$ cat config.mk
export PLATFORM = sky130hd
export DESIGN_NAME = ssq_cell
export DESIGN_NICKNAME = d
export VERILOG_FILES = /design/src/rtl/core/ssq_pkg.sv /design/src/rtl/core/ssq_cell.sv
export SDC_FILE = /design/constraint.sdc
export NUM_CORES = 1
export LEC_CHECK = 0
export BUFFER_PORTS_ARGS = -buffer_cell sky130_fd_sc_hd__buf_2
export CORE_ASPECT_RATIO = 1.2
export CORE_UTILIZATION = 44
export DETAILED_ROUTE_END_ITERATION = 10
export GPL_ROUTABILITY_DRIVEN = 0
export PLACE_DENSITY = 0.81
export SLEW_MARGIN = 20
export SYNTH_ARGS = -nofsm -noshare
export SYNTH_HDL_FRONTEND = slang
export SYNTH_SLANG_ARGS = --single-unit
export TNS_END_PERCENT = 50
$ cat constraint.sdc
create_clock -name clk -period 4.63 [get_ports clk]
set_input_delay 0.2315 -clock clk [delete_from_list [all_inputs] [get_ports clk]]
set_output_delay 0.2315 -clock clk [all_outputs]
set_load 0.005 [all_outputs]
$ cat src/rtl/core/ssq_pkg.sv
// Shared types and constants for the stable sorted priority queue.
// No dependencies; imported by ssq_cell and stable_sorted_priority_queue.
`timescale 1ns / 1ps

package ssq_pkg;

  // sizing
  localparam int QUEUE_DEPTH = 512;
  localparam int WEIGHT_BITS = 32;
  localparam int TAG_BITS    = 16;
  localparam int COUNT_BITS  = $clog2(QUEUE_DEPTH + 1);

  // operation codes
  localparam logic [1:0] FUNC_INSERT = 2'd0;
  localparam logic [1:0] FUNC_REMOVE = 2'd1;
  localparam logic [1:0] FUNC_CLEAR  = 2'd2;

  // status codes
  localparam logic [1:0] STATUS_OK    = 2'd0;
  localparam logic [1:0] STATUS_FULL  = 2'd1;
  localparam logic [1:0] STATUS_EMPTY = 2'd2;

  // one held entry
  typedef struct packed {
    logic [TAG_BITS-1:0]    tag;
    logic [WEIGHT_BITS-1:0] weight;
  } entry_t;

  // request payload
  typedef struct packed {
    logic [1:0]             func;
    logic [TAG_BITS-1:0]    in_tag;
    logic [WEIGHT_BITS-1:0] in_weight;
  } req_t;

  // result payload
  typedef struct packed {
    logic [TAG_BITS-1:0]    out_tag;
    logic [WEIGHT_BITS-1:0] out_weight;
    logic                   out_valid;
    logic [COUNT_BITS-1:0]  entry_count;
    logic [1:0]             status;
  } rsp_t;

  // broadcast control for the row of cells
  typedef struct packed {
    logic   ins;
    logic   rem;
    entry_t new_entry;
  } cell_ctl_t;

endpackage

$ cat src/rtl/core/ssq_cell.sv
// One slot of the sorted queue: holds an entry and shifts with its neighbors.
// Depends on ssq_pkg.
`timescale 1ns / 1ps

module ssq_cell (
  input  logic              clk,
  input  ssq_pkg::cell_ctl_t ctl,
  input  logic              occ,
  input  logic              left_le,
  input  ssq_pkg::entry_t   left_entry,
  input  ssq_pkg::entry_t   right_entry,
  output logic              le,
  output ssq_pkg::entry_t   entry
);
  import ssq_pkg::*;

  entry_t entry_next;

  // held entry goes no later than the new one (keeps arrival order on ties)
  assign le = occ && (entry.weight <= ctl.new_entry.weight);

  // insert opens a gap at the first greater slot, remove shifts toward slot 0
  always_comb begin
    entry_next = entry;
    if (ctl.ins) begin
      if (le) begin
        entry_next = entry;
      end else if (left_le) begin
        entry_next = ctl.new_entry;
      end else begin
        entry_next = left_entry;
      end
    end else if (ctl.rem) begin
      entry_next = right_entry;
    end
  end

  always_ff @(posedge clk) begin
    entry <= entry_next;
  end

endmodule
==> flow_metrics.env <==
export IMPL_status="complete, no violations"
export IMPL_hold_path_class="input pin to flip-flop"
export IMPL_hold_ws_ns=0.2569
export IMPL_timing_critical_path_cells="ha_1, nand4_1, or4_4, a21o_1, a31oi_2, o31a_4"
export IMPL_cpPeakStageDelay_ns=0.58
export IMPL_dieArea_sq_um=7763
export IMPL_top_regs="entry: 48 flops"
export IMPL_post_cts_setup_buffers=0
export IMPL_final_max_slew_viol_count=0
export IMPL_ff2ff_path_depth=6
export IMPL_cts_buffers=5
export IMPL_p_total_mw=1.105
export IMPL_design_core_area_sq_um=7232
export IMPL_clock_root_buffer="clkbuf_8"
export IMPL_holdPathEnd="entry[6]"
export IMPL_min_period_ns=2.763
export IMPL_min_from="right_entry[6]"
export IMPL_largest_reg_flops=48
export IMPL_fin_skew_ns=0.003712
export IMPL_yosys_area_top_type_share_pct=44.19
export IMPL_grt_max_degree=93
export IMPL_crit_path_start_kind="flip-flop"
export IMPL_finalSetupTns_ns=0
export IMPL_yosys_area_top_type="edfxtp_1"
export IMPL_ys_seq_area_share_pct=44.19
export IMPL_ys_seq_elements=48
export IMPL_slowest_stage="o31a_4"
export IMPL_setup_viol=0
export IMPL_critPathArrivalTime_ns=2.70
export IMPL_ios=198
export IMPL_die_height_microns=96.32
export IMPL_fin_crit_sh_pct=59.67
export IMPL_holdBufCountCts=0
export IMPL_syn_area_sq_um=3262
export IMPL_die_x_microns=80.60
export IMPL_syn2layout_area_growth_pct=34.64
export IMPL_combPwrFrac_pct=28.2
export IMPL_clockPowerShare_pct=21.3
export IMPL_port_buffers=197
export IMPL_cts_tree="done"
export IMPL_worst_pin_slew_ns=0.8222
export IMPL_crit_type="flip-flop to flip-flop"
export IMPL_largest_register="entry"
export IMPL_clk_path_buf_depth=2
export IMPL_crit_path_end_kind="flip-flop"
export IMPL_fin_nets=700
export IMPL_grt_pass1_wl_microns=12110
export IMPL_syn_avg_cell_area_sq_um=9.884
export IMPL_relSlewSlack_pct=45.19
export IMPL_cp_top_family="compound AO/OA/AOI/OAI gates"
export IMPL_totalWireLength_microns=7988
export IMPL_r2r_slack_ns=1.87
export IMPL_diodes=0
export IMPL_synthesis_nets=511
export IMPL_cts_clk_slew_worst_paths_ns=0.08
export IMPL_final_cell_mix="buf_2, a21oi_1, nor2_1"
export IMPL_initial_core_util_pct=45.10
export IMPL_pwr_density_cell_nw_per_um2=251.6
export IMPL_clkLatencyLatePin_ns=0.29
export IMPL_swShare_pct=28.25
export IMPL_synth_cells=330
export IMPL_hpwlAfterDp_microns=6416
export IMPL_grt_pass1_vias=2788
export IMPL_finalHoldViolCount=0
export IMPL_placementRows=34
export IMPL_rr_endpoint="entry[27]"
export IMPL_drv_cap=0
export IMPL_drc_errors=0
export IMPL_num_vias=3069
export IMPL_antenna_found_initial=0
export IMPL_ys_types=26
export IMPL_grt_overflow=0
export IMPL_clock_sinks=48
export IMPL_wl_per_cell_microns=13.12
export IMPL_layout_drive_gt1_share_pct=40.27
export IMPL_leakagePower_nw=2.245
export IMPL_cts_resized=0
export IMPL_pwr_share_seq_pct=50.5
export IMPL_rsz0062_at_grt="false"
export IMPL_viasPerCell=5.039
export IMPL_first_pass_iters=4
export IMPL_cp_required_ns=4.56
export IMPL_fin_util_pct=60.73
export IMPL_irDropWorstVdd_uv=147.8
export IMPL_htreeDepth=2
export IMPL_path_buf_inv=0
export IMPL_hold_depth=3
export IMPL_yosysWarnings=0
export IMPL_drt_iter0_drc=74
export IMPL_power_net_switching_uw=312.2
export IMPL_final_common_cell="buf_2"
export IMPL_antenna_left=0
export IMPL_internal_power_uw=792.8
export IMPL_crit_fanout=48
export IMPL_synth_area_leaders="edfxtp_1, mux2i_1, ha_1"
export IMPL_r2r_start="entry[11]"
export IMPL_gr_usage_all_layers_pct=20.39
export IMPL_max_freq_mhz=361.9
-- Yosys cell counts --
master and n:
nand2_1 9, nor2b_1 1, a41oi_1 1, a21oi_1 60
nand2b_1 2, o211ai_1 1, inv_1 33, clkbuf_1 12
a221oi_1 2, nor2_1 51, ha_1 32, or4_4 1
edfxtp_1 48, nand3b_1 1, mux2i_1 48, or4_1 1
a21o_1 1, a31oi_1 1, nand4_1 7, o31a_1 1
nor3_1 1, nand4_2 1, nand3_1 3, buf_2 5
o21ai_0 6, a31oi_2 1
-- final cells by class --
| type | instances | area [sq um] |
|---|---|---|
| fill | 626 | 2840 |
| clock buffer | 6 | 72.57 |
| inverter | 33 | 123.9 |
| sequential | 48 | 1441 |
| multi-input combinational | 232 | 1635 |
| tap | 90 | 112.6 |
| clock inverter | 1 | 5.005 |
| timing repair buffer | 199 | 1001 |
-- metal layers --
metal  GRT usage (%)  routed length [microns]  share of wire, %
met1           23.40                     3033                38
met2           37.92                     4269                53
met3           4.076                      579               7.2
met4           5.804                      107               1.3
met5               0                        0                 0
-- power groups by stage --
| stage | sequential, mW | clock (mW) | combinational (mW) |
|---|---|---|---|
| 5_1_grt | 0.563 | 0.254 | 0.353 |
| 2_1_floorplan | 0.573 | 0 | 0.156 |
| 4_1_cts | 0.559 | 0.242 | 0.314 |
| 6_report | 0.558 | 0.235 | 0.312 |
| 3_3_place_gp | 0.564 | 0 | 0.303 |
| 3_5_place_dp | 0.569 | 0 | 0.313 |
-- worst reg2reg max path, stage by stage (launching register included) --
cell and delay, ns:
edfxtp_1 0.40, ha_1 0.33, nand4_1 0.14, or4_4 0.55, a21o_1 0.17, a31oi_2 0.21, o31a_4 0.58
-- stage by stage --
| step | instances | setup WS, ns | area, sq um |
|---|---|---|---|
| final | 609 | 1.867 | 4392 |
| after CTS | 609 | 1.449 | 4384 |
| after detailed placement | 602 | 1.461 | 4307 |
| after global routing | 609 | 1.713 | 4392 |
| after global placement | 602 | 1.596 | 4307 |
| after floorplan | 330 | 1.271 | 3262 |
-- worst max path at each step --
stage	slack (ns)	start	cells past startpoint	end
after floorplan	1.27	entry[13]	6	entry[0]
after global placement	1.60	entry[11]	6	entry[35]
after detailed placement	1.46	entry[11]	6	entry[39]
after CTS	1.45	entry[11]	6	entry[2]
after global routing	1.71	entry[11]	6	entry[31]
final	1.87	entry[11]	6	entry[27]
-- logic make-up after synthesis --
group	Yosys count	synth area share, %
simple gates	78	10.62
flops	48	44.19
buf+inv	50	5.945
fa+ha+maj	32	12.27
mux	48	14.73
compound gates	74	12.24
Power figures use the tool's default switching activity.
